==> src/hferf_pkg.sv <==
// Shared types, widths and fixed-point constants for the half-float erf pipeline.
// No dependencies; every other file but hferf_check imports this package.
package hferf_pkg;

  // fraction bits of the internal unsigned fixed-point format
  localparam int FRAC_BITS = 16;

  localparam int A_W    = FRAC_BITS + 3;  // |x| clamped at 4
  localparam int C_W    = FRAC_BITS + 1;  // coefficients below 2
  localparam int U_W    = FRAC_BITS + 3;  // a*a clamped at 6
  localparam int U2_W   = FRAC_BITS + 6;  // u*u up to 36
  localparam int NUM_W  = FRAC_BITS + 2;
  localparam int DEN_W  = FRAC_BITS + 5;
  localparam int DIV_QW = FRAC_BITS + 2;  // quotient bits, one per stage
  localparam int DIV_DW = DEN_W;
  localparam int DIV_NW = 2 * FRAC_BITS + 3;
  localparam int DIV_CW = DIV_DW + DIV_QW;
  localparam int T_W    = FRAC_BITS + 1;  // t <= 1
  localparam int E_W    = DIV_QW;
  localparam int PS_W   = FRAC_BITS + 2;  // positive polynomial sum
  localparam int NS_W   = FRAC_BITS + 1;  // negative polynomial sum
  localparam int PR_W   = FRAC_BITS + 4;
  localparam int R_W    = FRAC_BITS + 1;  // result magnitude <= 1
  localparam int K_W    = $clog2(R_W);

  typedef logic [C_W-1:0] coef_t;

  localparam coef_t ONE_Q    = coef_t'(64'd1 << FRAC_BITS);
  localparam coef_t QC_3280  = coef_t'(((64'd3280  << FRAC_BITS) + 64'd5000) / 64'd10000);
  localparam coef_t QC_2505  = coef_t'(((64'd2505  << FRAC_BITS) + 64'd5000) / 64'd10000);
  localparam coef_t QC_2881  = coef_t'(((64'd2881  << FRAC_BITS) + 64'd5000) / 64'd10000);
  localparam coef_t QC_14102 = coef_t'(((64'd14102 << FRAC_BITS) + 64'd5000) / 64'd10000);
  localparam coef_t QC_14230 = coef_t'(((64'd14230 << FRAC_BITS) + 64'd5000) / 64'd10000);
  localparam coef_t QC_10547 = coef_t'(((64'd10547 << FRAC_BITS) + 64'd5000) / 64'd10000);
  localparam coef_t QC_13300 = coef_t'(((64'd13300 << FRAC_BITS) + 64'd5000) / 64'd10000);
  localparam coef_t QC_3900  = coef_t'(((64'd3900  << FRAC_BITS) + 64'd5000) / 64'd10000);
  localparam coef_t QC_288   = coef_t'(((64'd288   << FRAC_BITS) + 64'd5000) / 64'd10000);
  localparam coef_t QC_13380 = coef_t'(((64'd13380 << FRAC_BITS) + 64'd5000) / 64'd10000);
  localparam coef_t QC_8480  = coef_t'(((64'd8480  << FRAC_BITS) + 64'd5000) / 64'd10000);
  localparam coef_t QC_4670  = coef_t'(((64'd4670  << FRAC_BITS) + 64'd5000) / 64'd10000);

  // binary16 codes
  localparam logic [15:0] HALF_ONE  = 16'h3C00;
  localparam logic [15:0] HALF_SIGN = 16'h8000;
  localparam logic [4:0]  EXP_BIG   = 5'd17;  // |x| >= 4

  // per-item sideband that travels with the data
  typedef struct packed {
    logic vld;
    logic last;
    logic sbit;
    logic neg;
    logic big;
  } side_t;

  // one lane of the restoring divider
  typedef struct packed {
    logic [DIV_NW-1:0] rem;
    logic [DIV_DW-1:0] den;
    logic [DIV_QW-1:0] quo;
  } div_lane_t;

endpackage

==> src/hferf_pack.sv <==
// Fixed-point magnitude to binary16: leading-one search, then shift and round.
// Depends on hferf_pkg.
module hferf_pack (
  input  logic                      clk,
  input  logic                      rst_n,
  input  logic                      en,
  input  hferf_pkg::side_t          side_i,
  input  logic [hferf_pkg::R_W-1:0] r_i,
  output hferf_pkg::side_t          side_o,
  output logic [15:0]               y_o
);
  import hferf_pkg::*;

  side_t          k_side_r, y_side_r;
  logic [R_W-1:0] k_m_r;
  logic [K_W-1:0] k_r;
  logic [15:0]    y_r;

  // leading-one position
  logic [K_W-1:0] k_nxt;
  always_comb begin
    k_nxt = '0;
    for (int i = 0; i < R_W; i++) begin
      if (r_i[i]) k_nxt = K_W'(i);
    end
  end

  // normalize, round to nearest even, assemble
  logic [15:0] y_nxt;
  always_comb begin
    int            nshift;
    logic [R_W-1:0] norm;
    logic [11:0]   mant;
    logic          rnd;
    logic [15:0]   mag;
    logic [R_W+11:0] sub;
    nshift = FRAC_BITS - int'(k_r);
    norm = k_m_r << nshift;
    rnd  = norm[FRAC_BITS-11] && ((|norm[FRAC_BITS-12:0]) || norm[FRAC_BITS-10]);
    mant = {1'b0, norm[FRAC_BITS:FRAC_BITS-10]} + 12'(rnd);
    sub  = (R_W+12)'(k_m_r) << (24 - FRAC_BITS);
    if (k_m_r == '0) begin
      mag = 16'd0;
    end else if (nshift >= 15) begin
      mag = sub[15:0];
    end else begin
      mag = ({6'(15 - nshift), 10'd0} + 16'(mant)) - 16'd1024;
    end
    if (k_side_r.big) begin
      y_nxt = k_side_r.sbit ? (HALF_ONE | HALF_SIGN) : HALF_ONE;
    end else begin
      y_nxt = k_side_r.neg ? (mag | HALF_SIGN) : mag;
    end
  end

  always_ff @(posedge clk) begin
    if (!rst_n) begin
      k_side_r.vld <= 1'b0;
      y_side_r.vld <= 1'b0;
    end else if (en) begin
      k_side_r.vld <= side_i.vld;
      y_side_r.vld <= k_side_r.vld;
    end
  end

  always_ff @(posedge clk) begin
    if (en) begin
      {k_side_r.last, k_side_r.sbit, k_side_r.neg, k_side_r.big} <=
        {side_i.last, side_i.sbit, side_i.neg, side_i.big};
      {y_side_r.last, y_side_r.sbit, y_side_r.neg, y_side_r.big} <=
        {k_side_r.last, k_side_r.sbit, k_side_r.neg, k_side_r.big};
      k_m_r <= r_i;
      k_r   <= k_nxt;
      y_r   <= y_nxt;
    end
  end

  assign side_o = y_side_r;
  assign y_o    = y_r;

endmodule

==> config.mk <==
export PLATFORM = sky130hd
export DESIGN_NAME = hferf_pack
export DESIGN_NICKNAME = d
export VERILOG_FILES = /design/src/hferf_pkg.sv /design/src/hferf_pack.sv
export SDC_FILE = /design/constraint.sdc
export NUM_CORES = 1
export LEC_CHECK = 0
export ABC_AREA = 1
export BUFFER_PORTS_ARGS = -buffer_cell sky130_fd_sc_hd__buf_4
export CORE_ASPECT_RATIO = 0.9
export CORE_MARGIN = 4
export CORE_UTILIZATION = 40
export CTS_CLUSTER_SIZE = 30
export DETAILED_ROUTE_END_ITERATION = 16
export GPL_TIMING_DRIVEN = 0
export HOLD_SLACK_MARGIN = 0.05
export PLACE_DENSITY = 0.58
export SYNTH_ARGS = -nofsm -noshare
export SYNTH_HDL_FRONTEND = slang
export SYNTH_SLANG_ARGS = --single-unit
==> constraint.sdc <==
create_clock -name clk -period 4.86 [get_ports clk]
set_input_delay 0.243 -clock clk [delete_from_list [all_inputs] [get_ports clk]]
set_output_delay 0.243 -clock clk [all_outputs]
set_load 0.1 [all_outputs]
==> flow_summary_export.csv <==
group,metric,value,unit
run_status,outcome,"finished, final reports clean",
yosys,syn-instance-count,439,
layout,n_antenna_cell,0,
sta,totalNegativeSetupSlack,0,ps
sta,clock.fmax,0.2273,GHz
sta,finalSetupViolations,0,
grt,grt_usage,18.41,%
yosys,syn_avg_cell_area,7.849,um2
grt,gr-total-overflow,0,
critical_path,cp_max_fo,10,
critical_path,crit_end,"y_o[15]",
cts,cts_hold_buf,0,
detailed_routing,via_per_inst,5.189,
layout,fin_area,0.004015,mm2
placement,preCtsSetupSlack,444.2,ps
yosys,synth-edff-count,46,
cts,cts_max_path_buffers,2,
layout,final_layout_size_suffix_gt1_share,21.75,%
yosys,synth_flop_cell,"edfxtp_1",
power_and_ir_drop,peakVddDrop,0.0001512,V
detailed_routing,drt_iter0_drc,367,
critical_path,cp-end-kind,"flop",
grt,grt_pass1_wl,14660,um
cts,clkTransAtPathRegs,110,ps
sta,rsz0062_at_grt,"false",
yosys,synth_top_area_share,40.09,%
yosys,synth_nets,474,
floorplanning,ios,46,
critical_path,worstPathArrival,4560,ps
sta,hold_viol_final,0,
yosys,ys_ff_latch,48,
yosys,synth_seq_area_share,41.25,%
yosys,synthesis.area,0.003446,mm2
critical_path,r2r_slack,460,ps
sta,worst_slack,460.4,ps
layout,final_util,48.83,%
floorplanning,core.rowCount,31,
yosys,ys_types,45,
detailed_routing,dr_total_vias,3150,
yosys,async_reset_ff_share,0,%
worst_hold_path,hold_path.class,"in2reg",
critical_path,rr_startpoint,"k_r[0]",
placement,dp.cells,599,
sta,clock_skew,21.74,ps
critical_path,worstPathRequired,5020,ps
grt,grt_pass1_vias,2920,
yosys,synth.most_common_cell,"nand2_1",
cts,cts_made_buffers,5,
detailed_routing,detail-route-antenna-nets,0,
floorplanning,die_x,105.8,um
cts,insertion_delay,320,ps
layout,area_growth,16.52,%
placement,hpwl,6992,um
yosys,synthTopCellsByArea,"edfxtp_1, nand3_1, nand2_1, nor2_1, inv_1",
cts,cts_root_buf,"clkbuf_8",
cts,cts_max_level,2,
sta,slew_viol_final,0,
power_and_ir_drop,leakage,1.767,nW
layout,stdcell_count,607,
critical_path,startpoint,"k_r[0]",
placement,portBuffers,45,
detailed_routing,drtPass1Iterations,6,
sta,relSlewSlack,60.57,%
detailed_routing,wl,9055,um
placement,placed_cell_area,0.003928,mm2
sta,period_share,90.53,%
worst_hold_path,whs_path_depth,1,
placement,place_congestion,0.9154,
critical_path,start_kind,"flop",
critical_path,worstSetupPathType,"reg2reg",
floorplanning,start_util,41.91,%
cts,numClockSinks,48,
detailed_routing,wire_per_inst,14.92,um
power_and_ir_drop,powerDensity,323.8,mW/mm2
floorplanning,die_h,96.05,um
run,max_cap_viol_count,0,
layout,finalNetCount,526,
critical_path,r2r_end,"y_o[15]",
detailed_routing,drc,0,
grt,antenna_found_initial,0,
grt,grt_max_degree,50,
floorplanning,coreArea,0.008223,mm2
yosys,yosysTopAreaCell,"edfxtp_1",
sta,min_period,4400,ps
critical_path,r2r_cells,24,
cts,post-cts-setup-buffers,0,
layout,fillers,837,
floorplanning,die_area,0.01017,mm2
cts,cts_tree,"done",
sta,worst_pin_slew,591.5,ps
yosys,synth_common_cells,"nand2_1, nand3_1, edfxtp_1, nor2_1, inv_1",
yosys,yosys_warnings,0,
[power breakdown]
group	total (W)	switching (W)	internal [W]
Clock	0.000253	0.000152	0.000101
Combinational	0.000531	0.000377	0.000154
Sequential	0.000517	0.0000236	0.000493
[layout by cell type (no fill, tap or decap), drive strengths merged]
| master | count |
|---|---|
| nand4 | 2 |
| nand2 | 102 |
| and3 | 1 |
| ha | 10 |
| nand3b | 3 |
| clkbuf | 6 |
| o21ai | 22 |
| a31oi | 2 |
| clkinv | 2 |
| o211ai | 2 |
| a21boi | 1 |
| a21oi | 23 |
| a221oi | 1 |
| dfxtp | 2 |
| inv | 55 |
| nor3 | 3 |
| o21a | 1 |
| nor2 | 49 |
| xnor2 | 2 |
| o21bai | 2 |
| nor4 | 6 |
| buf | 55 |
| or2 | 1 |
| nand3 | 90 |
| edfxtp | 46 |
| and2 | 1 |
| xor2 | 2 |
[metrics by stage]
step                      power (W)  hold slack, ps
after floorplan           0.0009123           341.9
after global placement     0.001051           402.0
after detailed placement   0.001051           418.5
after CTS                  0.001305           85.07
after global routing       0.001383           83.46
final                      0.001300           89.64
[registers in the layout, indices dropped and copies added, names as in the netlist]
name and flops:
k_m_r 17, k_r 5, k_side_r 5, side_o 5, y_o 16
[how the worst min path moves through the flow]
stage / start / to / slack (ps)
final: r_i[0] / k_m_r[0] / 90
after global routing: r_i[0] / k_m_r[0] / 80
after CTS: r_i[0] / k_m_r[0] / 90
after detailed placement: k_side_r[3] / side_o[3] / 420
after global placement: k_side_r[3] / side_o[3] / 400
after floorplan: r_i[0] / k_m_r[0] / 340
[layout make-up]
cell class | count | area (um2) | area share, %
sequential | 48 | 1421 | 35.40
tap | 115 | 143.9 | 3.584
clock inverter | 3 | 17.52 | 0.4363
timing repair buffer | 45 | 337.8 | 8.414
multi-input combinational | 326 | 1749 | 43.57
inverter | 54 | 207.7 | 5.173
clock buffer | 5 | 68.82 | 1.714
buffer | 11 | 68.82 | 1.714
[worst max-delay path, cell delays in order (launching register included)]
cell,delay (ps)
edfxtp_1,550
inv_2,160
buf_4,220
ha_1,330
buf_2,240
inv_2,130
buf_2,220
o21ai_0,90
o21ai_0,120
a21oi_1,210
a21oi_1,80
a221oi_1,300
ha_1,200
inv_1,40
ha_1,190
a21oi_1,240
nor2_1,70
nor2_1,160
nor2_1,60
nor2_1,120
inv_1,50
o21bai_1,160
nand2_1,70
nand3_1,100
a21oi_1,150
[routing by layer]
metal  routed length, um  track usage [%]
met1                4422            27.02
met2                4006            28.98
met5                   0                0
met3                 531            2.482
met4                  95            4.315
[cells by family after synthesis]
family          after synthesis  synth area share [%]
flops                        48                 41.25
buf+inv                      65                 7.988
simple gates                258                 36.89
fa+ha+maj                    10                 3.631
compound gates               54                 8.787
xor+xnor                      4                 1.453
[timing repair]
item	in CTS	in global routing
hold endpoints to repair	0	0
endpoints found under the setup margin	0	1
resized for setup	0	2
(Power assumes the default switching activity.)
