`src/hferf_pkg.sv`:
```
// Shared types, widths and fixed-point constants for the half-float erf pipeline.
// No dependencies; every other file but hferf_check imports this package.
package hferf_pkg;

  // fraction bits of the internal unsigned fixed-point format
  localparam int FRAC_BITS = 16;

  localparam int A_W    = FRAC_BITS + 3;  // |x| clamped at 4
  localparam int C_W    = FRAC_BITS + 1;  // coefficients below 2
  localparam int U_W    = FRAC_BITS + 3;  // a*a clamped at 6
  localparam int U2_W   = FRAC_BITS + 6;  // u*u up to 36
  localparam int NUM_W  = FRAC_BITS + 2;
  localparam int DEN_W  = FRAC_BITS + 5;
  localparam int DIV_QW = FRAC_BITS + 2;  // quotient bits, one per stage
  localparam int DIV_DW = DEN_W;
  localparam int DIV_NW = 2 * FRAC_BITS + 3;
  localparam int DIV_CW = DIV_DW + DIV_QW;
  localparam int T_W    = FRAC_BITS + 1;  // t <= 1
  localparam int E_W    = DIV_QW;
  localparam int PS_W   = FRAC_BITS + 2;  // positive polynomial sum
  localparam int NS_W   = FRAC_BITS + 1;  // negative polynomial sum
  localparam int PR_W   = FRAC_BITS + 4;
  localparam int R_W    = FRAC_BITS + 1;  // result magnitude <= 1
  localparam int K_W    = $clog2(R_W);

  typedef logic [C_W-1:0] coef_t;

  localparam coef_t ONE_Q    = coef_t'(64'd1 << FRAC_BITS);
  localparam coef_t QC_3280  = coef_t'(((64'd3280  << FRAC_BITS) + 64'd5000) / 64'd10000);
  localparam coef_t QC_2505  = coef_t'(((64'd2505  << FRAC_BITS) + 64'd5000) / 64'd10000);
  localparam coef_t QC_2881  = coef_t'(((64'd2881  << FRAC_BITS) + 64'd5000) / 64'd10000);
  localparam coef_t QC_14102 = coef_t'(((64'd14102 << FRAC_BITS) + 64'd5000) / 64'd10000);
  localparam coef_t QC_14230 = coef_t'(((64'd14230 << FRAC_BITS) + 64'd5000) / 64'd10000);
  localparam coef_t QC_10547 = coef_t'(((64'd10547 << FRAC_BITS) + 64'd5000) / 64'd10000);
  localparam coef_t QC_13300 = coef_t'(((64'd13300 << FRAC_BITS) + 64'd5000) / 64'd10000);
  localparam coef_t QC_3900  = coef_t'(((64'd3900  << FRAC_BITS) + 64'd5000) / 64'd10000);
  localparam coef_t QC_288   = coef_t'(((64'd288   << FRAC_BITS) + 64'd5000) / 64'd10000);
  localparam coef_t QC_13380 = coef_t'(((64'd13380 << FRAC_BITS) + 64'd5000) / 64'd10000);
  localparam coef_t QC_8480  = coef_t'(((64'd8480  << FRAC_BITS) + 64'd5000) / 64'd10000);
  localparam coef_t QC_4670  = coef_t'(((64'd4670  << FRAC_BITS) + 64'd5000) / 64'd10000);

  // binary16 codes
  localparam logic [15:0] HALF_ONE  = 16'h3C00;
  localparam logic [15:0] HALF_SIGN = 16'h8000;
  localparam logic [4:0]  EXP_BIG   = 5'd17;  // |x| >= 4

  // per-item sideband that travels with the data
  typedef struct packed {
    logic vld;
    logic last;
    logic sbit;
    logic neg;
    logic big;
  } side_t;

  // one lane of the restoring divider
  typedef struct packed {
    logic [DIV_NW-1:0] rem;
    logic [DIV_DW-1:0] den;
    logic [DIV_QW-1:0] quo;
  } div_lane_t;

endpackage

```
`src/hferf_div.sv`:
```
// Two-lane pipelined restoring divider, one quotient bit per stage.
// Depends on hferf_pkg.
module hferf_div (
  input  logic                     clk,
  input  logic                     rst_n,
  input  logic                     en,
  input  hferf_pkg::side_t         side_i,
  input  hferf_pkg::div_lane_t     t_i,
  input  hferf_pkg::div_lane_t     e_i,
  output hferf_pkg::side_t         side_o,
  output logic [hferf_pkg::T_W-1:0] t_q,
  output logic [hferf_pkg::E_W-1:0] e_q
);
  import hferf_pkg::*;

  // one trial subtraction of den shifted to the given quotient bit
  function automatic div_lane_t div_step(div_lane_t l, int bitpos);
    logic [DIV_CW-1:0] dsh;
    logic [DIV_CW-1:0] rx;
    dsh = DIV_CW'(l.den) << bitpos;
    rx  = DIV_CW'(l.rem);
    if (rx >= dsh) begin
      l.rem = DIV_NW'(rx - dsh);
      l.quo = l.quo | (DIV_QW'(1) << bitpos);
    end
    return l;
  endfunction

  side_t     sd_r [DIV_QW];
  div_lane_t tl_r [DIV_QW];
  div_lane_t el_r [DIV_QW];

  for (genvar g = 0; g < DIV_QW; g++) begin : g_stage
    side_t     sd_in;
    div_lane_t tl_in, el_in;
    if (g == 0) begin : g_first
      assign sd_in = side_i;
      assign tl_in = t_i;
      assign el_in = e_i;
    end else begin : g_next
      assign sd_in = sd_r[g-1];
      assign tl_in = tl_r[g-1];
      assign el_in = el_r[g-1];
    end

    always_ff @(posedge clk) begin
      if (!rst_n) begin
        sd_r[g].vld <= 1'b0;
      end else if (en) begin
        sd_r[g].vld <= sd_in.vld;
      end
    end

    always_ff @(posedge clk) begin
      if (en) begin
        {sd_r[g].last, sd_r[g].sbit, sd_r[g].neg, sd_r[g].big} <=
          {sd_in.last, sd_in.sbit, sd_in.neg, sd_in.big};
        tl_r[g] <= div_step(tl_in, DIV_QW - 1 - g);
        el_r[g] <= div_step(el_in, DIV_QW - 1 - g);
      end
    end
  end

  assign side_o = sd_r[DIV_QW-1];
  assign t_q    = tl_r[DIV_QW-1].quo[T_W-1:0];
  assign e_q    = el_r[DIV_QW-1].quo;

endmodule

```
`config.mk`:
```
export PLATFORM = sky130hd
export DESIGN_NAME = hferf_div
export DESIGN_NICKNAME = d
export VERILOG_FILES = /design/src/hferf_pkg.sv /design/src/hferf_div.sv
export SDC_FILE = /design/constraint.sdc
export NUM_CORES = 2
export LEC_CHECK = 0
export ABC_CLOCK_PERIOD_IN_PS = 8000
export BUFFER_PORTS_ARGS = -buffer_cell sky130_fd_sc_hd__buf_2
export CAP_MARGIN = 20
export CORE_UTILIZATION = 52
export DETAILED_ROUTE_END_ITERATION = 7
export PLACE_DENSITY = 0.76
export SLEW_MARGIN = 15
export SYNTH_ARGS = -nofsm -noshare
export SYNTH_HDL_FRONTEND = slang
export SYNTH_SLANG_ARGS = --single-unit
```
`constraint.sdc`:
```
create_clock -name clk -period 8 [get_ports clk]
set_clock_uncertainty 0.1 [all_clocks]
set_input_delay 0.4 -clock clk [delete_from_list [all_inputs] [get_ports clk]]
set_output_delay 0.4 -clock clk [all_outputs]
set_load 0.01 [all_outputs]
```
==> flow_summary.yaml <==
sta:
  fmaxAchievable_mhz: 220.2
  finalSetupViolations: 0
  pins_over_slew_limit: 0
  hold_slack_ns: 0.1003
  slew_headroom_pct: 24.20
  grt_setup_unrepaired: "false"
  tightestPinTransition_ns: 1.127
  totalNegativeSetupSlack_ns: 0
  final_min_period_over_clock_period_pct: 56.76
  final_min_period_ns: 4.541
  timing_hold_violations_final: 0
worst_setup_path:
  crit_path_launch_type: "flop"
  crit_type: "flop to flop"
  setup_crit_start: "tl_r[14][42]$_DFFE_PP_"
  endpoint_type_of_the_worst_setup_path: "flop"
  reg2reg_depth: 10
  regToRegSetupSlack_ns: 3.46
  data_arrival_time_of_the_critical_path_ns: 5.09
  cp.required_ns: 8.55
  reg2reg_from: "tl_r[14][42]$_DFFE_PP_"
  rr_endpoint: "tl_r[15][64]$_DFFE_PP_"
  largest_fanout_on_the_critical_path: 25
  critPathCapture: "tl_r[15][64]$_DFFE_PP_"
detailed_routing:
  drc: 0
  routed_wl_um: 233600
  drt_first_iter_violations: 5283
  drt.antenna.violating_nets: 0
  routed_len_inst_um: 16.47
  first_pass_iters: 5
  post_drt_via_cell_ratio: 5.514
  via_count: 78240
synth:
  synth.yosys.warnings: 0
  synth_fp_nets: 11170
  synth-seq-area-share_pct: 61.20
  postSynth.asyncResetShare_pct: 0
  postSynth.topFlopCell: "sky130_fd_sc_hd__edfxtp_1"
  synth.avg_cell_area_um2: 12.55
  synth_cells: 10240
  netlist.area_leader.share_pct: 60.92
  post-synth-top-area-cell: "sky130_fd_sc_hd__edfxtp_1"
  netlist_top_cells_area: "sky130_fd_sc_hd__edfxtp_1, sky130_fd_sc_hd__ha_1, sky130_fd_sc_hd__xnor2_1, sky130_fd_sc_hd__inv_1, sky130_fd_sc_hd__a21oi_1"
  ys_seq_elements: 2624
  synthDistinctLibCells: 100
  area_of_the_mapped_netlist_um2: 128400
  synth_enable_flop_cells: 2606
clocking:
  num_cts_buffers: 292
  clock_insertion_delay_worst_skew_ns: 0.93
  clk_tree_root_cell: "sky130_fd_sc_hd__clkbuf_16"
  tritoncts: "built"
  clock_tree.buffer_depth: 4
  numClockSinks: 2624
  post_cts.repair.setup_buffers: 0
  worst_setup_hold_path_clk_slew_ns: 0.06
  cts_max_level: 5
  postCtsResizedCells: 0
floorplanning:
  die_area_um2: 249000
  initial_standard_cell_utilization_of_the_core_pct: 52.28
  core_area_um2: 245700
  design.portCount: 196
  core.rowCount: 182
  die_w_um: 499.0
  die_height_um: 499.0
final_layout:
  drive_above_1_share_pct: 8.643
  design_area_um2: 143900
  design.final.nets: 11700
  n_fill_cell: 18750
  area_growth_syn_to_layout_pct: 12.05
  n_antenna_cell: 0
global_routing:
  grt_pass1_vias: 79180
  globalRouteOverflowTotal: 0
  groute.usage.overall_pct: 18.53
  grt_start_max_net_pins: 199
  grt_first_pass_wirelength_um: 383800
  antenna_found_initial: 0
placement:
  final_replace_weighted_congestion: 0.9830
  placedInstanceArea_um2: 133400
  port-buffer-count: 194
  dpl.hpwl_um: 168300
hold_path:
  worstHoldPathType: "primary input to flop"
status:
  run_status: "finished clean"
pwr:
  finalPower_mw: 46.58
  power.density_cell_area_nw_per_um2: 323.6
  vdd_drop_max_mv: 0.2090
  p_leak_nw: 55.46
job:
  drv_cap: 0
-- registers in the layout (all words and copies together), names as in the netlist --
| name | flops |
|---|---|
| el_r | 1276 |
| side_o | 5 |
| g_stage.sd_in | 85 |
| tl_r | 1258 |
-- cell type report --
| type | count | area [µm²] | share of cell area (%) |
|---|---|---|---|
| flip-flops and latches | 2624 | 78620 | 54.62 |
| multi-input cells | 6503 | 45740 | 31.78 |
| clock buffers | 358 | 7681 | 5.337 |
| well taps | 3220 | 4029 | 2.799 |
| inverters | 928 | 3483 | 2.420 |
| repair buffers | 414 | 3201 | 2.224 |
| clock inverters | 142 | 1179 | 0.8189 |
-- metal layers --
layer	global-route usage, %	up-vias	part of all wire (%)
li1	-	39010	-
met1	21.92	36460	42
met2	32.76	2139	49
met3	2.737	629	4.0
met4	9.387	0	4.7
met5	0	-	0
-- Yosys cell counts (all sizes together) (29+ instances only) --
cell       n
a21o     315
o31a      30
nand4b    32
a31oi     71
or4       31
or3       62
nor2     576
xor2     307
o21ai    633
o21bai    70
ha       744
clkbuf   122
mux2     190
o21a     123
o211ai    29
o31ai     71
nor4b     32
nor2b    127
inv      928
nand2b   138
a211oi    70
nand4     79
or2       51
mux2i     40
and3      59
edfxtp  2606
buf       61
and2      35
xnor2    410
fa        34
nor4     115
nand2    707
a21oi    672
nand3    135
nor3     171
-- metrics by stage --
step / setup slack, ns / utilization, % / cells
global placement: 3.522 / 54.29 / 13520
global route: 3.218 / 58.58 / 14190
floorplan: 4.630 / - / 10240
CTS: 3.459 / 58.57 / 14190
detailed placement: 3.461 / 54.29 / 13520
finish: 3.459 / 58.58 / 14190
-- cells by family (layout without fill, tap and decap cells) --
kind of cell / Yosys count / in the layout / synth area share, %
DFF: 2624 / 2624 / 61.20
and+or+nand+nor: 2433 / 2433 / 9.375
AOI/OAI and AO/OA: 2345 / 2345 / 11.47
xor gates and xnor gates: 717 / 717 / 4.889
buffers and inverters: 1111 / 1842 / 3.308
muxes: 230 / 230 / 1.977
adders and majority gates: 778 / 778 / 7.777
-- report_power, final --
group          leakage (nW)  switching, mW  total (mW)  internal (mW)
combinational          25.8           8.07        14.4           6.37
sequential             25.4           1.38        19.8           18.5
clock                  4.31           4.98        12.3           7.32
total                  55.5           14.4        46.6           32.2
-- cells in the final DEF, fill, tap and decap left out, types with 43 or more instances in the layout --
cell type	count
sky130_fd_sc_hd__nor3_1	171
sky130_fd_sc_hd__xor2_1	307
sky130_fd_sc_hd__nand2b_1	138
sky130_fd_sc_hd__clkbuf_16	297
sky130_fd_sc_hd__or2_2	50
sky130_fd_sc_hd__buf_2	193
sky130_fd_sc_hd__nor2b_1	127
sky130_fd_sc_hd__a21o_1	315
sky130_fd_sc_hd__or3_1	60
sky130_fd_sc_hd__xnor2_1	410
sky130_fd_sc_hd__a31oi_1	69
sky130_fd_sc_hd__and3_1	59
sky130_fd_sc_hd__nand4_1	79
sky130_fd_sc_hd__buf_4	43
sky130_fd_sc_hd__inv_1	928
sky130_fd_sc_hd__a211oi_1	69
sky130_fd_sc_hd__o31ai_1	69
sky130_fd_sc_hd__o21ai_0	611
sky130_fd_sc_hd__a21oi_1	664
sky130_fd_sc_hd__o21a_1	123
sky130_fd_sc_hd__mux2_2	188
sky130_fd_sc_hd__nor2_1	575
sky130_fd_sc_hd__edfxtp_1	2606
sky130_fd_sc_hd__nor4_1	114
sky130_fd_sc_hd__clkinv_1	56
sky130_fd_sc_hd__clkbuf_1	59
sky130_fd_sc_hd__dlygate4sd3_1	165
sky130_fd_sc_hd__ha_1	744
sky130_fd_sc_hd__nand2_1	706
sky130_fd_sc_hd__nand3_1	135
sky130_fd_sc_hd__o21bai_1	68
-- critical path: stages (launching register included) --
cell and delay, ns:
sky130_fd_sc_hd__edfxtp_1 0.44, sky130_fd_sc_hd__ha_1 0.33, sky130_fd_sc_hd__nor2b_1 0.16, sky130_fd_sc_hd__o31a_1 0.27, sky130_fd_sc_hd__o41ai_1 0.65, sky130_fd_sc_hd__o21ai_1 0.26, sky130_fd_sc_hd__o41ai_1 0.69, sky130_fd_sc_hd__o21a_1 0.84
sky130_fd_sc_hd__nor2_1 0.26, sky130_fd_sc_hd__o211ai_1 0.19, sky130_fd_sc_hd__xnor2_1 0.11
-- how the worst min path moves through the flow --
stage                                     start                     end  slack [ns]  cells past startpoint
final                                   e_i[11]   el_r[0][11]$_DFFE_PP_        0.10                      2
after global routing                    t_i[11]   tl_r[0][11]$_DFFE_PP_        0.04                      2
after CTS                               e_i[55]   el_r[0][55]$_DFFE_PP_       0.003                      2
after detailed placement  el_r[9][12]$_DFFE_PP_  el_r[10][12]$_DFFE_PP_        0.30                      0
after global placement    tl_r[12][3]$_DFFE_PP_   tl_r[13][3]$_DFFE_PP_        0.30                      0
after floorplan            el_r[9][0]$_DFFE_PP_   el_r[10][0]$_DFFE_PP_        0.30                      0
-- what timing repair did --
| item | 4_1_cts | 5_1_grt |
|---|---|---|
| hold buffers | 165 | 0 |
| endpoints found under the setup margin | 0 | 0 |
| endpoints found under the hold margin | 286 | 0 |
No activity file was read; power rests on OpenSTA's default activity.
