[config.mk]
export PLATFORM = sky130hd
export DESIGN_NAME = hferf_poly
export DESIGN_NICKNAME = d
export VERILOG_FILES = /design/src/hferf_pkg.sv /design/src/hferf_poly.sv
export SDC_FILE = /design/constraint.sdc
export NUM_CORES = 2
export LEC_CHECK = 0
export ABC_AREA = 1
export BUFFER_PORTS_ARGS = -buffer_cell sky130_fd_sc_hd__buf_2
export CORE_ASPECT_RATIO = 0.6
export CORE_MARGIN = 3
export CORE_UTILIZATION = 53
export CTS_CLUSTER_DIAMETER = 100
export DETAILED_ROUTE_END_ITERATION = 10
export PLACE_DENSITY = 0.73
export SLEW_MARGIN = 20
export SYNTH_ARGS = -nofsm -noshare
export SYNTH_HDL_FRONTEND = slang
export SYNTH_SLANG_ARGS = --single-unit
[constraint.sdc]
create_clock -name clk -period 5.95 [get_ports clk]
set_input_delay 0.2975 -clock clk [delete_from_list [all_inputs] [get_ports clk]]
set_output_delay 0.2975 -clock clk [all_outputs]
set_load 0.005 [all_outputs]
[src/hferf_pkg.sv]
// Shared types, widths and fixed-point constants for the half-float erf pipeline.
// No dependencies; every other file but hferf_check imports this package.
package hferf_pkg;

  // fraction bits of the internal unsigned fixed-point format
  localparam int FRAC_BITS = 16;

  localparam int A_W    = FRAC_BITS + 3;  // |x| clamped at 4
  localparam int C_W    = FRAC_BITS + 1;  // coefficients below 2
  localparam int U_W    = FRAC_BITS + 3;  // a*a clamped at 6
  localparam int U2_W   = FRAC_BITS + 6;  // u*u up to 36
  localparam int NUM_W  = FRAC_BITS + 2;
  localparam int DEN_W  = FRAC_BITS + 5;
  localparam int DIV_QW = FRAC_BITS + 2;  // quotient bits, one per stage
  localparam int DIV_DW = DEN_W;
  localparam int DIV_NW = 2 * FRAC_BITS + 3;
  localparam int DIV_CW = DIV_DW + DIV_QW;
  localparam int T_W    = FRAC_BITS + 1;  // t <= 1
  localparam int E_W    = DIV_QW;
  localparam int PS_W   = FRAC_BITS + 2;  // positive polynomial sum
  localparam int NS_W   = FRAC_BITS + 1;  // negative polynomial sum
  localparam int PR_W   = FRAC_BITS + 4;
  localparam int R_W    = FRAC_BITS + 1;  // result magnitude <= 1
  localparam int K_W    = $clog2(R_W);

  typedef logic [C_W-1:0] coef_t;

  localparam coef_t ONE_Q    = coef_t'(64'd1 << FRAC_BITS);
  localparam coef_t QC_3280  = coef_t'(((64'd3280  << FRAC_BITS) + 64'd5000) / 64'd10000);
  localparam coef_t QC_2505  = coef_t'(((64'd2505  << FRAC_BITS) + 64'd5000) / 64'd10000);
  localparam coef_t QC_2881  = coef_t'(((64'd2881  << FRAC_BITS) + 64'd5000) / 64'd10000);
  localparam coef_t QC_14102 = coef_t'(((64'd14102 << FRAC_BITS) + 64'd5000) / 64'd10000);
  localparam coef_t QC_14230 = coef_t'(((64'd14230 << FRAC_BITS) + 64'd5000) / 64'd10000);
  localparam coef_t QC_10547 = coef_t'(((64'd10547 << FRAC_BITS) + 64'd5000) / 64'd10000);
  localparam coef_t QC_13300 = coef_t'(((64'd13300 << FRAC_BITS) + 64'd5000) / 64'd10000);
  localparam coef_t QC_3900  = coef_t'(((64'd3900  << FRAC_BITS) + 64'd5000) / 64'd10000);
  localparam coef_t QC_288   = coef_t'(((64'd288   << FRAC_BITS) + 64'd5000) / 64'd10000);
  localparam coef_t QC_13380 = coef_t'(((64'd13380 << FRAC_BITS) + 64'd5000) / 64'd10000);
  localparam coef_t QC_8480  = coef_t'(((64'd8480  << FRAC_BITS) + 64'd5000) / 64'd10000);
  localparam coef_t QC_4670  = coef_t'(((64'd4670  << FRAC_BITS) + 64'd5000) / 64'd10000);

  // binary16 codes
  localparam logic [15:0] HALF_ONE  = 16'h3C00;
  localparam logic [15:0] HALF_SIGN = 16'h8000;
  localparam logic [4:0]  EXP_BIG   = 5'd17;  // |x| >= 4

  // per-item sideband that travels with the data
  typedef struct packed {
    logic vld;
    logic last;
    logic sbit;
    logic neg;
    logic big;
  } side_t;

  // one lane of the restoring divider
  typedef struct packed {
    logic [DIV_NW-1:0] rem;
    logic [DIV_DW-1:0] den;
    logic [DIV_QW-1:0] quo;
  } div_lane_t;

endpackage

[src/hferf_poly.sv]
// Quintic polynomial in t, product with the exp term, and 1 - product.
// Depends on hferf_pkg.
module hferf_poly (
  input  logic                       clk,
  input  logic                       rst_n,
  input  logic                       en,
  input  hferf_pkg::side_t           side_i,
  input  logic [hferf_pkg::T_W-1:0]  t_i,
  input  logic [hferf_pkg::E_W-1:0]  e_i,
  output hferf_pkg::side_t           side_o,
  output logic [hferf_pkg::R_W-1:0]  r_o
);
  import hferf_pkg::*;

  localparam int TT_W = 2 * T_W;  // t times t or coefficient times t

  side_t sd_r [8];
  logic [T_W-1:0]  t1_r, t2_r, t3_r;        // t delayed
  logic [E_W-1:0]  e1_r, e2_r, e3_r, e4_r, e5_r, e6_r;
  logic [T_W-1:0]  p1_r, p2_r, p3_r, p4_r;  // t^2 .. t^5
  logic [PS_W-1:0] ps1_r, ps2_r, ps3_r, ps4_r, ps5_r;
  logic [NS_W-1:0] ns2_r, ns3_r, ns4_r, ns5_r;
  logic [PS_W-1:0] poly_r;
  logic [PR_W-1:0] prod_r;
  logic [R_W-1:0]  r_r;

  // powers of t, one multiply per stage
  logic [TT_W-1:0] m_t2, m_t3, m_t4, m_t5;
  assign m_t2 = TT_W'(t_i)  * TT_W'(t_i);
  assign m_t3 = TT_W'(p1_r) * TT_W'(t1_r);
  assign m_t4 = TT_W'(p2_r) * TT_W'(t2_r);
  assign m_t5 = TT_W'(p3_r) * TT_W'(t3_r);

  // coefficient terms
  logic [TT_W-1:0] c1, c2, c3, c4, c5;
  assign c1 = TT_W'(t_i)  * TT_W'(QC_2505);
  assign c2 = TT_W'(p1_r) * TT_W'(QC_2881);
  assign c3 = TT_W'(p2_r) * TT_W'(QC_14102);
  assign c4 = TT_W'(p3_r) * TT_W'(QC_14230);
  assign c5 = TT_W'(p4_r) * TT_W'(QC_10547);

  // product with exp(-a*a)
  logic [PS_W+E_W-1:0] m_pe;
  assign m_pe = (PS_W+E_W)'(poly_r) * (PS_W+E_W)'(e6_r);

  // 1 - product, with the sign flip when the product passes one
  logic [R_W-1:0] r_nxt;
  logic           flip;
  always_comb begin
    logic [PR_W-1:0] over;
    flip = prod_r > PR_W'(ONE_Q);
    over = prod_r - PR_W'(ONE_Q);
    if (flip) begin
      r_nxt = (over > PR_W'(ONE_Q)) ? R_W'(ONE_Q) : R_W'(over);
    end else begin
      r_nxt = R_W'(PR_W'(ONE_Q) - prod_r);
    end
  end

  always_ff @(posedge clk) begin
    if (!rst_n) begin
      for (int i = 0; i < 8; i++) sd_r[i].vld <= 1'b0;
    end else if (en) begin
      sd_r[0].vld <= side_i.vld;
      for (int i = 1; i < 8; i++) sd_r[i].vld <= sd_r[i-1].vld;
    end
  end

  always_ff @(posedge clk) begin
    if (en) begin
      {sd_r[0].last, sd_r[0].sbit, sd_r[0].neg, sd_r[0].big} <=
        {side_i.last, side_i.sbit, side_i.neg, side_i.big};
      for (int i = 1; i < 7; i++) begin
        {sd_r[i].last, sd_r[i].sbit, sd_r[i].neg, sd_r[i].big} <=
          {sd_r[i-1].last, sd_r[i-1].sbit, sd_r[i-1].neg, sd_r[i-1].big};
      end
      sd_r[7].last <= sd_r[6].last;
      sd_r[7].sbit <= sd_r[6].sbit;
      sd_r[7].neg  <= sd_r[6].neg ^ flip;
      sd_r[7].big  <= sd_r[6].big;
      // stage 1
      t1_r  <= t_i;
      e1_r  <= e_i;
      p1_r  <= m_t2[2*FRAC_BITS:FRAC_BITS];
      ps1_r <= PS_W'(c1[2*FRAC_BITS:FRAC_BITS]);
      // stage 2
      t2_r  <= t1_r;
      e2_r  <= e1_r;
      p2_r  <= m_t3[2*FRAC_BITS:FRAC_BITS];
      ps2_r <= ps1_r;
      ns2_r <= NS_W'(c2[2*FRAC_BITS:FRAC_BITS]);
      // stage 3
      t3_r  <= t2_r;
      e3_r  <= e2_r;
      p3_r  <= m_t4[2*FRAC_BITS:FRAC_BITS];
      ps3_r <= ps2_r + PS_W'(c3[2*FRAC_BITS:FRAC_BITS]);
      ns3_r <= ns2_r;
      // stage 4
      e4_r  <= e3_r;
      p4_r  <= m_t5[2*FRAC_BITS:FRAC_BITS];
      ps4_r <= ps3_r;
      ns4_r <= ns3_r + NS_W'(c4[2*FRAC_BITS:FRAC_BITS]);
      // stage 5
      e5_r  <= e4_r;
      ps5_r <= ps4_r + PS_W'(c5[2*FRAC_BITS:FRAC_BITS]);
      ns5_r <= ns4_r;
      // stage 6
      e6_r   <= e5_r;
      poly_r <= (ps5_r > PS_W'(ns5_r)) ? (ps5_r - PS_W'(ns5_r)) : '0;
      // stage 7
      prod_r <= m_pe[FRAC_BITS+PR_W-1:FRAC_BITS];
      // stage 8
      r_r    <= r_nxt;
    end
  end

  assign side_o = sd_r[7];
  assign r_o    = r_r;

endmodule

==> flow_summary.toml <==
[run_status]
outcome = "finished with violations"
violations = "negative setup slack"

[worst_setup_path]
crit_required_ns = 6.31
crit_chain = "buf_12 -> ha_1 -> fa_1 -> fa_1 -> fa_1 -> fa_1 -> ha_1 -> ha_1 -> a21oi_1 -> o21ai_1 -> a21oi_1 -> nand3_1 -> nand2_1 -> nand2_2 -> ha_1 -> buf_4 -> a21oi_2 -> o221ai_2 -> a21oi_1 -> nand2_1 -> xor2_1"
endpoint_kind = "flip-flop"
cp.depth = 21
critPathMaxFanout = 22
cp_num_buf_inv = 2
cp.arrival_ns = 6.45
crit_family = "adder cells"
reg2reg_depth = 21
r2r-end = "ns4_r[15]"
critPathKind = "reg2reg"
slowest_stage = "fa_1"
rr_startpoint = "p3_r[7]"
cp-start-kind = "flip-flop"
crit_path_max_incr_delay_ns = 0.55
reg2reg_slack_ns = -0.15

[drt]
dr.first_iter.drc_count = 6863
vias = 68000
first_pass_iters = 7
routed_wl_um = 249000
avgRoutedWirePerCell_um = 19.8
route.antenna.remaining_nets = 0
via_per_inst = 5.41
drc = 0

[min_path]
min_to = "t1_r[0]"
hold_class = "in2reg"
hold_depth = 1
hold_path.startpoint = "t_i[0]"

[logic_synthesis]
syn_inst = 9851
ys_seq_area_frac = 0.168
async_reset_ff_frac = 0
ys_types = 49
yosys-top-cells-area = "fa_1, ha_1, edfxtp_1, inv_1, nand2_1"
yosys-top-cells-count = "inv_1, nand2_1, fa_1, ha_1, edfxtp_1"
avgSynthCellArea_sq_um = 8.54
synth_fp_nets = 12400
syn_area_sq_mm = 0.0842
yosysMostFrequentCell = "inv_1"
yosysWarnings = 0
synth-edff-count = 466
ys_ff_latch = 474
yosysTopAreaCell = "fa_1"
ys.flop_type = "edfxtp_1"
synth_top_area_frac = 0.314

[sta]
fmax_mhz = 164
setup_slack_ns = -0.149
finalSetupViolations = 8
slew-limit-headroom = 0.301
min_period_ns = 6.10
worst_slew_pin_slew_ns = 1.05
rsz0062_at_grt = "true"
fin_skew_ns = 0.0870
final.period_utilization = 1.03
hold_viol_final = 0
slew_viol_final = 0

[layout]
largest_register_ffs = 35
area_delta_synth_final_pct = 14.8
regArea_sq_mm = 0.0142
finalCoreUtilization = 0.617
multi_input_area_sq_mm = 0.0620
fin_nets = 12900
layout-drive-gt1-share = 0.132
fin_area_sq_mm = 0.0967
largest-register = "sd_r"
fillers = 13000
reg_top3 = "sd_r (35), prod_r (20)"

[clocking]
cts_tree = "built"
h-tree-depth = 2
clk_latency_ns = 0.69
clkSlewWorstSetupHoldPaths_ns = 0.07
root_buffer = "clkbuf_16"
cts.sinks = 474
clockBufferDepth = 3
numCtsBuffers = 51

[floorplanning]
rows = 112
coreArea_sq_mm = 0.157
ios = 65
fp.dieH_um = 315
initial_utilization = 0.538
die_w_um = 520
dieArea_sq_mm = 0.164

[flow_run]
maxCapViolations = 0

[placement]
finalWeightedCongestion = 0.996
dp_hpwl_um = 208000
io_buffers = 64
post_dp_cell_area_sq_mm = 0.0910

[grt]
grt_pass1_vias = 68700
grt_pass1_wl_um = 390000
grt_antenna_before_repair = 7
grt_max_degree = 153
grt_use_total = 0.306
gr-total-overflow = 0
-- worst register-to-register path: stages, from the launching register on --
cell      delay [ns]
edfxtp_1        0.47
buf_12          0.22
ha_1            0.35
fa_1            0.55
fa_1            0.44
fa_1            0.52
fa_1            0.43
ha_1            0.29
ha_1            0.34
a21oi_1         0.31
o21ai_1         0.20
a21oi_1         0.23
nand3_1         0.10
nand2_1         0.09
nand2_2         0.07
ha_1            0.32
buf_4           0.17
a21oi_2         0.17
o221ai_2        0.13
a21oi_1         0.13
nand2_1         0.12
xor2_1          0.16
-- final cells by class --
cell class                      count  area share
Clock buffer                       59      0.0137
Clock inverter                     34     0.00313
Timing Repair Buffer              818      0.0702
Antenna cell                        3   0.0000777
Sequential cell                   474       0.146
Inverter                         2522      0.0980
Multi-Input combinational cell   6546       0.641
Tap cell                         2109      0.0273
-- worst max-delay path by stage --
stage,start,endpoint
3_5_place_dp,p3_r[4],ns4_r[15]
4_1_cts,p3_r[7],ns4_r[15]
2_1_floorplan,p3_r[5],ns4_r[15]
5_1_grt,p3_r[7],ns4_r[15]
3_3_place_gp,p3_r[4],ns4_r[16]
6_report,p3_r[7],ns4_r[15]
-- cell usage in the layout, fill, tap and decap left out, types with 63 or more instances in the layout --
cell type / count
a21oi_1: 273
buf_2: 63
buf_4: 642
edfxtp_1: 466
fa_1: 1307
ha_1: 1061
ha_4: 67
inv_1: 2483
nand2_1: 2171
nand2_2: 80
nand3_1: 207
nor2_1: 374
o21ai_0: 163
xnor2_1: 63
xor2_1: 113
-- logic make-up (layout without fill, tap and decap cells) --
group / count (synthesis) / count (layout) / synth area share
flops: 474 / 474 / 0.168
other cells: 0 / 3 / 0
simple gates: 3096 / 3096 / 0.146
compound gates: 772 / 772 / 0.0521
fa+ha+maj: 2476 / 2476 / 0.486
xor+xnor: 202 / 202 / 0.0210
buf+inv: 2831 / 3433 / 0.127
-- layer usage --
metal / GRT usage / part of all wire / vias to the layer above / wire (um)
met2: 0.418 / 0.39 / 3661 / 96800
met4: 0.0577 / 0.022 / 4 / 5570
li1: - / - / 31000 / -
met5: 0 / 0.00012 / - / 31
met3: 0.0886 / 0.14 / 330 / 33900
met1: 0.478 / 0.45 / 33100 / 113000
-- per-stage QoR --
step	setup WS, ns	std cells	hold slack [ns]	setup TNS [ns]
after floorplan	0.199	9851	0.396	0
after global placement	-0.391	12300	0.401	-4.65
after detailed placement	-0.312	12300	0.405	-4.35
after CTS	-0.0849	12500	0.0169	-0.332
after global routing	-0.404	12600	0.0404	-4.21
final	-0.149	12600	0.0683	-0.745
-- repair_timing --
action	CTS	global route
pin swaps	38	167
resized for setup	148	497
setup buffers	21	107
hold buffers	26	0
endpoints found under the setup margin	38	110
endpoints found under the hold margin	31	0
Power is not shown: default switching activity piles up to over one toggle a cycle in this logic, so the estimate is an artifact.
