<file path="src/hferf_pkg.sv">
// Shared types, widths and fixed-point constants for the half-float erf pipeline.
// No dependencies; every other file but hferf_check imports this package.
package hferf_pkg;

  // fraction bits of the internal unsigned fixed-point format
  localparam int FRAC_BITS = 16;

  localparam int A_W    = FRAC_BITS + 3;  // |x| clamped at 4
  localparam int C_W    = FRAC_BITS + 1;  // coefficients below 2
  localparam int U_W    = FRAC_BITS + 3;  // a*a clamped at 6
  localparam int U2_W   = FRAC_BITS + 6;  // u*u up to 36
  localparam int NUM_W  = FRAC_BITS + 2;
  localparam int DEN_W  = FRAC_BITS + 5;
  localparam int DIV_QW = FRAC_BITS + 2;  // quotient bits, one per stage
  localparam int DIV_DW = DEN_W;
  localparam int DIV_NW = 2 * FRAC_BITS + 3;
  localparam int DIV_CW = DIV_DW + DIV_QW;
  localparam int T_W    = FRAC_BITS + 1;  // t <= 1
  localparam int E_W    = DIV_QW;
  localparam int PS_W   = FRAC_BITS + 2;  // positive polynomial sum
  localparam int NS_W   = FRAC_BITS + 1;  // negative polynomial sum
  localparam int PR_W   = FRAC_BITS + 4;
  localparam int R_W    = FRAC_BITS + 1;  // result magnitude <= 1
  localparam int K_W    = $clog2(R_W);

  typedef logic [C_W-1:0] coef_t;

  localparam coef_t ONE_Q    = coef_t'(64'd1 << FRAC_BITS);
  localparam coef_t QC_3280  = coef_t'(((64'd3280  << FRAC_BITS) + 64'd5000) / 64'd10000);
  localparam coef_t QC_2505  = coef_t'(((64'd2505  << FRAC_BITS) + 64'd5000) / 64'd10000);
  localparam coef_t QC_2881  = coef_t'(((64'd2881  << FRAC_BITS) + 64'd5000) / 64'd10000);
  localparam coef_t QC_14102 = coef_t'(((64'd14102 << FRAC_BITS) + 64'd5000) / 64'd10000);
  localparam coef_t QC_14230 = coef_t'(((64'd14230 << FRAC_BITS) + 64'd5000) / 64'd10000);
  localparam coef_t QC_10547 = coef_t'(((64'd10547 << FRAC_BITS) + 64'd5000) / 64'd10000);
  localparam coef_t QC_13300 = coef_t'(((64'd13300 << FRAC_BITS) + 64'd5000) / 64'd10000);
  localparam coef_t QC_3900  = coef_t'(((64'd3900  << FRAC_BITS) + 64'd5000) / 64'd10000);
  localparam coef_t QC_288   = coef_t'(((64'd288   << FRAC_BITS) + 64'd5000) / 64'd10000);
  localparam coef_t QC_13380 = coef_t'(((64'd13380 << FRAC_BITS) + 64'd5000) / 64'd10000);
  localparam coef_t QC_8480  = coef_t'(((64'd8480  << FRAC_BITS) + 64'd5000) / 64'd10000);
  localparam coef_t QC_4670  = coef_t'(((64'd4670  << FRAC_BITS) + 64'd5000) / 64'd10000);

  // binary16 codes
  localparam logic [15:0] HALF_ONE  = 16'h3C00;
  localparam logic [15:0] HALF_SIGN = 16'h8000;
  localparam logic [4:0]  EXP_BIG   = 5'd17;  // |x| >= 4

  // per-item sideband that travels with the data
  typedef struct packed {
    logic vld;
    logic last;
    logic sbit;
    logic neg;
    logic big;
  } side_t;

  // one lane of the restoring divider
  typedef struct packed {
    logic [DIV_NW-1:0] rem;
    logic [DIV_DW-1:0] den;
    logic [DIV_QW-1:0] quo;
  } div_lane_t;

endpackage

</file>
<file path="src/hferf_front.sv">
// Front end: binary16 decode, |x| to fixed point, and both divider operands.
// Depends on hferf_pkg.
module hferf_front (
  input  logic                       clk,
  input  logic                       rst_n,
  input  logic                       en,
  input  logic                       in_vld,
  input  logic [15:0]                x_bits,
  input  logic                       last_in,
  output hferf_pkg::side_t           side_o,
  output hferf_pkg::div_lane_t       t_o,
  output hferf_pkg::div_lane_t       e_o
);
  import hferf_pkg::*;

  localparam logic [41:0] A_MAX = 42'(4) << FRAC_BITS;
  localparam logic [U_W-1:0] U_MAX = U_W'(6) << FRAC_BITS;

  side_t s1_side_r, s2_side_r, s3_side_r, s4_side_r, s5_side_r, s6_side_r;
  logic [A_W-1:0]     s1_a_r;
  logic [FRAC_BITS:0] s2_k1_r;
  logic [FRAC_BITS+4:0] s2_uf_r;
  logic [FRAC_BITS+1:0] s3_d_r, s4_d_r, s5_d_r;
  logic [U_W-1:0]     s3_u_r;
  logic [U2_W-1:0]    s4_u2_r;
  logic [FRAC_BITS+1:0] s4_m3900_r, s5_m3900_r;
  logic [FRAC_BITS+2:0] s4_m8480_r, s5_m8480_r;
  logic [FRAC_BITS:0]   s5_m288_r;
  logic [FRAC_BITS+4:0] s5_m4670_r;
  div_lane_t t_r, e_r;

  // stage 1: decode and align the magnitude
  side_t          s1_side_nxt;
  logic [A_W-1:0] s1_a_nxt;
  always_comb begin
    logic [4:0]  ex;
    logic [4:0]  e1;
    logic [10:0] m11;
    logic [41:0] wide;
    ex   = x_bits[14:10];
    e1   = (ex == 5'd0) ? 5'd1 : ex;
    m11  = {ex != 5'd0, x_bits[9:0]};
    wide = (42'(m11) << (e1 - 5'd1)) >> (24 - FRAC_BITS);
    s1_a_nxt = (wide > A_MAX) ? A_W'(A_MAX) : A_W'(wide);
    s1_side_nxt.vld  = in_vld;
    s1_side_nxt.last = last_in;
    s1_side_nxt.sbit = x_bits[15];
    s1_side_nxt.neg  = x_bits[15] && (x_bits[14:0] != 15'd0);
    s1_side_nxt.big  = (ex >= EXP_BIG);
  end

  // stage 2: 0.328a and a*a
  logic [A_W+C_W-1:0] p_k1;
  logic [2*A_W-1:0]   p_aa;
  assign p_k1 = (A_W+C_W)'(s1_a_r) * (A_W+C_W)'(QC_3280);
  assign p_aa = (2*A_W)'(s1_a_r) * (2*A_W)'(s1_a_r);

  // stage 3: divisor of t and clamp of u
  logic [FRAC_BITS+1:0] s3_d_nxt;
  logic [U_W-1:0]       s3_u_nxt;
  assign s3_d_nxt = (FRAC_BITS+2)'(ONE_Q) + (FRAC_BITS+2)'(s2_k1_r);
  assign s3_u_nxt = (s2_uf_r > (FRAC_BITS+5)'(U_MAX)) ? U_MAX : U_W'(s2_uf_r);

  // stage 4: u squared and the linear terms
  logic [2*U_W-1:0]   p_uu;
  logic [C_W+U_W-1:0] p_3900, p_8480;
  assign p_uu   = (2*U_W)'(s3_u_r) * (2*U_W)'(s3_u_r);
  assign p_3900 = (C_W+U_W)'(s3_u_r) * (C_W+U_W)'(QC_3900);
  assign p_8480 = (C_W+U_W)'(s3_u_r) * (C_W+U_W)'(QC_8480);

  // stage 5: square terms
  logic [C_W+U2_W-1:0] p_288, p_4670;
  assign p_288  = (C_W+U2_W)'(s4_u2_r) * (C_W+U2_W)'(QC_288);
  assign p_4670 = (C_W+U2_W)'(s4_u2_r) * (C_W+U2_W)'(QC_4670);

  // stage 6: numerator, denominator and the rounded dividends
  div_lane_t t_nxt, e_nxt;
  always_comb begin
    logic [NUM_W-1:0] npos;
    logic [NUM_W-1:0] num;
    logic [DEN_W-1:0] den;
    npos = NUM_W'(QC_13300) + NUM_W'(s5_m288_r);
    num  = (npos > s5_m3900_r) ? (npos - s5_m3900_r) : '0;
    den  = DEN_W'(QC_13380) + DEN_W'(s5_m8480_r) + DEN_W'(s5_m4670_r);
    e_nxt.rem = (DIV_NW'(num) << FRAC_BITS) + DIV_NW'(den >> 1);
    e_nxt.den = den;
    e_nxt.quo = '0;
    t_nxt.rem = (DIV_NW'(ONE_Q) << FRAC_BITS) + DIV_NW'(s5_d_r >> 1);
    t_nxt.den = DIV_DW'(s5_d_r);
    t_nxt.quo = '0;
  end

  // valid bits
  always_ff @(posedge clk) begin
    if (!rst_n) begin
      s1_side_r.vld <= 1'b0;
      s2_side_r.vld <= 1'b0;
      s3_side_r.vld <= 1'b0;
      s4_side_r.vld <= 1'b0;
      s5_side_r.vld <= 1'b0;
      s6_side_r.vld <= 1'b0;
    end else if (en) begin
      s1_side_r.vld <= s1_side_nxt.vld;
      s2_side_r.vld <= s1_side_r.vld;
      s3_side_r.vld <= s2_side_r.vld;
      s4_side_r.vld <= s3_side_r.vld;
      s5_side_r.vld <= s4_side_r.vld;
      s6_side_r.vld <= s5_side_r.vld;
    end
  end

  // payload
  always_ff @(posedge clk) begin
    if (en) begin
      {s1_side_r.last, s1_side_r.sbit, s1_side_r.neg, s1_side_r.big} <=
        {s1_side_nxt.last, s1_side_nxt.sbit, s1_side_nxt.neg, s1_side_nxt.big};
      {s2_side_r.last, s2_side_r.sbit, s2_side_r.neg, s2_side_r.big} <=
        {s1_side_r.last, s1_side_r.sbit, s1_side_r.neg, s1_side_r.big};
      {s3_side_r.last, s3_side_r.sbit, s3_side_r.neg, s3_side_r.big} <=
        {s2_side_r.last, s2_side_r.sbit, s2_side_r.neg, s2_side_r.big};
      {s4_side_r.last, s4_side_r.sbit, s4_side_r.neg, s4_side_r.big} <=
        {s3_side_r.last, s3_side_r.sbit, s3_side_r.neg, s3_side_r.big};
      {s5_side_r.last, s5_side_r.sbit, s5_side_r.neg, s5_side_r.big} <=
        {s4_side_r.last, s4_side_r.sbit, s4_side_r.neg, s4_side_r.big};
      {s6_side_r.last, s6_side_r.sbit, s6_side_r.neg, s6_side_r.big} <=
        {s5_side_r.last, s5_side_r.sbit, s5_side_r.neg, s5_side_r.big};
      s1_a_r     <= s1_a_nxt;
      s2_k1_r    <= p_k1[2*FRAC_BITS:FRAC_BITS];
      s2_uf_r    <= p_aa[2*FRAC_BITS+4:FRAC_BITS];
      s3_d_r     <= s3_d_nxt;
      s3_u_r     <= s3_u_nxt;
      s4_d_r     <= s3_d_r;
      s4_u2_r    <= p_uu[2*FRAC_BITS+5:FRAC_BITS];
      s4_m3900_r <= p_3900[2*FRAC_BITS+1:FRAC_BITS];
      s4_m8480_r <= p_8480[2*FRAC_BITS+2:FRAC_BITS];
      s5_d_r     <= s4_d_r;
      s5_m3900_r <= s4_m3900_r;
      s5_m8480_r <= s4_m8480_r;
      s5_m288_r  <= p_288[2*FRAC_BITS:FRAC_BITS];
      s5_m4670_r <= p_4670[2*FRAC_BITS+4:FRAC_BITS];
      t_r        <= t_nxt;
      e_r        <= e_nxt;
    end
  end

  assign side_o = s6_side_r;
  assign t_o    = t_r;
  assign e_o    = e_r;

endmodule

</file>
<file path="config.mk">
export PLATFORM = sky130hd
export DESIGN_NAME = hferf_front
export DESIGN_NICKNAME = d
export VERILOG_FILES = /design/src/hferf_pkg.sv /design/src/hferf_front.sv
export SDC_FILE = /design/constraint.sdc
export NUM_CORES = 2
export LEC_CHECK = 0
export BUFFER_PORTS_ARGS = -buffer_cell sky130_fd_sc_hd__buf_4
export CELL_PAD_IN_SITES_DETAIL_PLACEMENT = 0
export CELL_PAD_IN_SITES_GLOBAL_PLACEMENT = 1
export CORE_MARGIN = 5
export CORE_UTILIZATION = 48
export CTS_BUF_LIST = sky130_fd_sc_hd__clkbuf_2 sky130_fd_sc_hd__clkbuf_4 sky130_fd_sc_hd__clkbuf_8
export CTS_CLUSTER_SIZE = 16
export DETAILED_ROUTE_END_ITERATION = 8
export GPL_TIMING_DRIVEN = 0
export PLACE_DENSITY_LB_ADDON = 0.1
export SKIP_LAST_GASP = 1
export SLEW_MARGIN = 20
export SYNTH_ARGS = -nofsm -noshare
export SYNTH_HDL_FRONTEND = slang
export SYNTH_SLANG_ARGS = --single-unit
</file>
<file path="constraint.sdc">
create_clock -name clk -period 6.3 [get_ports clk]
set_clock_uncertainty 0.1 [all_clocks]
set_input_delay 0.63 -clock clk [delete_from_list [all_inputs] [get_ports clk]]
set_output_delay 0.63 -clock clk [all_outputs]
set_load 0.005 [all_outputs]
</file>
==> reports/summary.json <==
{
  "io_buffer_count": 114,
  "cp.arrival_ns": 6.74,
  "fmax_ghz": 0.156,
  "synth_top_flop_cell": "edfxtp_1",
  "io_pins": 174,
  "worst_hold_slack_ns": 0.174,
  "grt.total_usage_pct": 22.8,
  "drtAntennaViolNets": 0,
  "worstSetupEndpointType": "flip-flop",
  "pin_count_of_the_biggest_net_entering_global_routing": 104,
  "ff_to_ff_end": "s2_uf_r[11]",
  "most_used_cells_in_the_layout_excluding_fill_and_tap_cells": "1546 x inv_1, 994 x fa_1, 842 x ha_1",
  "total_core_area_sq_um": 121000,
  "route.detailed.vias_per_inst": 4.93,
  "required_ns": 6.63,
  "gr-usage-met3_pct": 2.77,
  "cp.buffers_inverters": 8,
  "number_of_enable_flip_flop_cells_after_synthesis": 346,
  "rr_startpoint": "s1_a_r[3]",
  "cts_buf_count": 69,
  "drt_drc_violations_left": 0,
  "setup.worst_path.class": "reg -> reg",
  "holdCritStartpoint": "en",
  "hold_viol": 0,
  "timing.critical_path.from_type": "flip-flop",
  "number_of_global_route_vias_before_repair": 41700,
  "floorplan.die.height_um": 359,
  "tritoncts": "yes",
  "cts.sinks": 352,
  "hold_class": "in -> reg",
  "cp_slowest_cell": "fa_2",
  "grt.met2_usage_pct": 40.1,
  "placementRows": 128,
  "post_synth_inst_count": 5520,
  "multi_input_gate_area_in_the_final_layout_sq_um": 43000,
  "groute.layer.met1.usage_pct": 30.1,
  "synth.avg_cell_area_sq_um": 10.6,
  "synth_async_reset_ratio_pct": 0,
  "dieWidth_um": 359,
  "finalWeightedCongestion": 0.879,
  "timing.critical_path.fanout_max": 5,
  "finalWorstSetupSlack_ns": -0.110,
  "hpwl_um": 112000,
  "number_of_warning_messages_in_the_yosys_log": 0,
  "clock_latency_ns": 0.72,
  "grt-busiest-layer": "met2",
  "first_iter_violations": 1555,
  "wirelength_um": 140000,
  "tightest_slew_ns": 0.979,
  "yosys_register_bits": 352,
  "antenna_violations_before_repair": 1,
  "grt_pass1_wl_um": 227000,
  "mostFrequentLayoutCell": "inv_1",
  "crit_path_start": "s1_a_r[3]",
  "detailedRoute.firstPassIterationCount": 5,
  "critPathMaxStageDelay_ns": 0.55,
  "timing.hold.worst_path_depth": 1,
  "final_nets": 8038,
  "synth.yosys.seq_area_share_pct": 18.0,
  "reg2reg_depth": 25,
  "number_of_violations_of_the_max_capacitance_limit": 0,
  "min_to": "s1_a_r[12]",
  "rsz_0062_raised_after_global_routing": "true",
  "nFillCells": 10700,
  "cts-root-to-sink-buffers": 3,
  "design.die.area_sq_um": 129000,
  "layout-area-overhead-vs-synth_pct": 16.7,
  "detail_route.wl_per_cell_um": 18.1,
  "critical-path-top-delay-family": "adder cells",
  "failed_checks": "setup timing",
  "drv_slew": 0,
  "clk_pin_slew_ns": 0.06,
  "rrSetupSlack_ns": -0.11,
  "min_period_over_period_pct": 102,
  "post_synthesis_instance_area_sq_um": 58300,
  "route.vias.total": 38200,
  "post-route-min-period_ns": 6.41,
  "timing.max_slew.rel_slack_pct": 34.4,
  "clock_tree.htree_level_count": 3,
  "cts-root-buf": "clkbuf_8",
  "seq_area_sq_um": 10500,
  "grt_overflow_total": 0,
  "outcome": "finished, violations left",
  "netlist-cell-type-count": 82,
  "setup_violators_final": 15,
  "final_layout_size_suffix_gt1_share_pct": 17.4,
  "initial_utilization_pct": 48.1
}
## worst register-to-register path: cells and delay by family (launching register included)
kind | cells | cell delay [ns]
compound gates | 6 | 1.07
buf+inv | 8 | 0.89
simple gates | 3 | 0.24
xor+xnor | 1 | 0.11
fa+ha+maj | 7 | 3.24
flops | 1 | 0.48
## flip-flops by register name, summed over array words and instances, names as in the netlist, 17 cells and up
name        flops
e_o            40
s4_u2_r        22
s2_uf_r        21
s5_m4670_r     21
s1_a_r         19
s3_u_r         19
s4_m8480_r     19
s5_m8480_r     19
s3_d_r         18
s4_d_r         18
s4_m3900_r     18
s5_d_r         18
s5_m3900_r     18
t_o            18
s2_k1_r        17
s5_m288_r      17
## cells by family (layout without fill, tap and decap cells)
| family | after synthesis | in the layout | synth area share [%] |
|---|---|---|---|
| DFF | 352 | 352 | 18.0 |
| other | 2 | 58 | 0.0129 |
| xor gates and xnor gates | 197 | 197 | 2.97 |
| buffers and inverters | 1754 | 2306 | 11.9 |
| adders and majority gates | 1939 | 1939 | 55.0 |
| muxes | 34 | 34 | 0.772 |
| and+or+nand+nor | 804 | 804 | 6.47 |
| AOI/OAI and AO/OA | 438 | 438 | 4.86 |
## how the worst max path moves through the flow
| stage | slack [ns] | cells past startpoint | end |
|---|---|---|---|
| floorplan | 0.001 | 21 | s2_uf_r[20] |
| global placement | -2.06 | 23 | s4_u2_r[20] |
| detailed placement | -2.08 | 23 | s4_u2_r[20] |
| CTS | -0.20 | 22 | s4_u2_r[14] |
| global route | -0.32 | 24 | s4_u2_r[10] |
| finish | -0.11 | 25 | s2_uf_r[11] |
## final cells by class
cell class / instances / area share [%]
clock buffers: 89 / 1.62
flip-flops and latches: 352 / 15.4
repair buffers: 437 / 5.62
clock inverters: 31 / 0.373
plain buffers: 135 / 1.68
diodes: 1 / 0.00368
inverters: 1614 / 9.15
well taps: 1625 / 2.99
multi-input cells: 3469 / 63.1
## stage by stage
stage,setup slack [ns],instances,instance area [sq um],TNS (ns),util [%]
4_1_cts,-0.196,7655,66200,-1.75,54.6
5_1_grt,-0.324,7753,68100,-7.39,56.2
6_report,-0.110,7753,68100,-0.829,56.2
3_5_place_dp,-2.08,7318,61700,-87.37,50.9
3_3_place_gp,-2.06,7314,61500,-88.06,50.8
2_1_floorplan,0.000978,5575,58700,0,-
## cells in the mapped netlist (all sizes together), types with 5 or more instances
cell type,instances,area (sq um)
dfxtp,6,120
a21boi,5,37.5
xnor2,136,1190
nor3,58,290
fa,1042,20900
or3,8,50.1
or2,13,81.3
edfxtp,346,10400
buf,92,698
o41ai,5,43.8
o21ai,89,445
xor2,61,542
and2,69,432
nand3,34,170
nand2b,28,175
nor2,246,923
and4,5,43.8
ha,897,11200
a21oi,122,614
a21o,44,330
o21bai,15,113
o31ai,9,67.6
nand4,25,156
a221oi,5,43.8
clkbuf,48,180
a211o,5,43.8
inv,1605,6030
mux2i,21,214
mux2,5,56.3
nand2,235,892
a211oi,26,195
nor2b,32,200
a31oi,11,68.8
and3,17,106
clkinv,9,33.8
o211ai,10,75.1
o31a,6,52.6
nor4,19,125
o22ai,5,31.3
mux4,8,180
o21a,41,308
## routing by layer
layer / share of wire [%] / wire length, um
met5: 0 / 0
met4: 2.6 / 3640
met3: 3.4 / 4790
met2: 51 / 71100
met1: 43 / 60800
## timing repair
item                                    in CTS  in global routing
endpoints found under the setup margin      97                 84
setup buffers                              214                105
hold buffers                                 4                  0
pin swaps                                   93                176
resized for setup                          349                284
endpoints found under the hold margin        8                  0
Power is left out: the tool's default activity adds up to more than one toggle a clock period on the data nets, which glitch-free logic cannot reach.
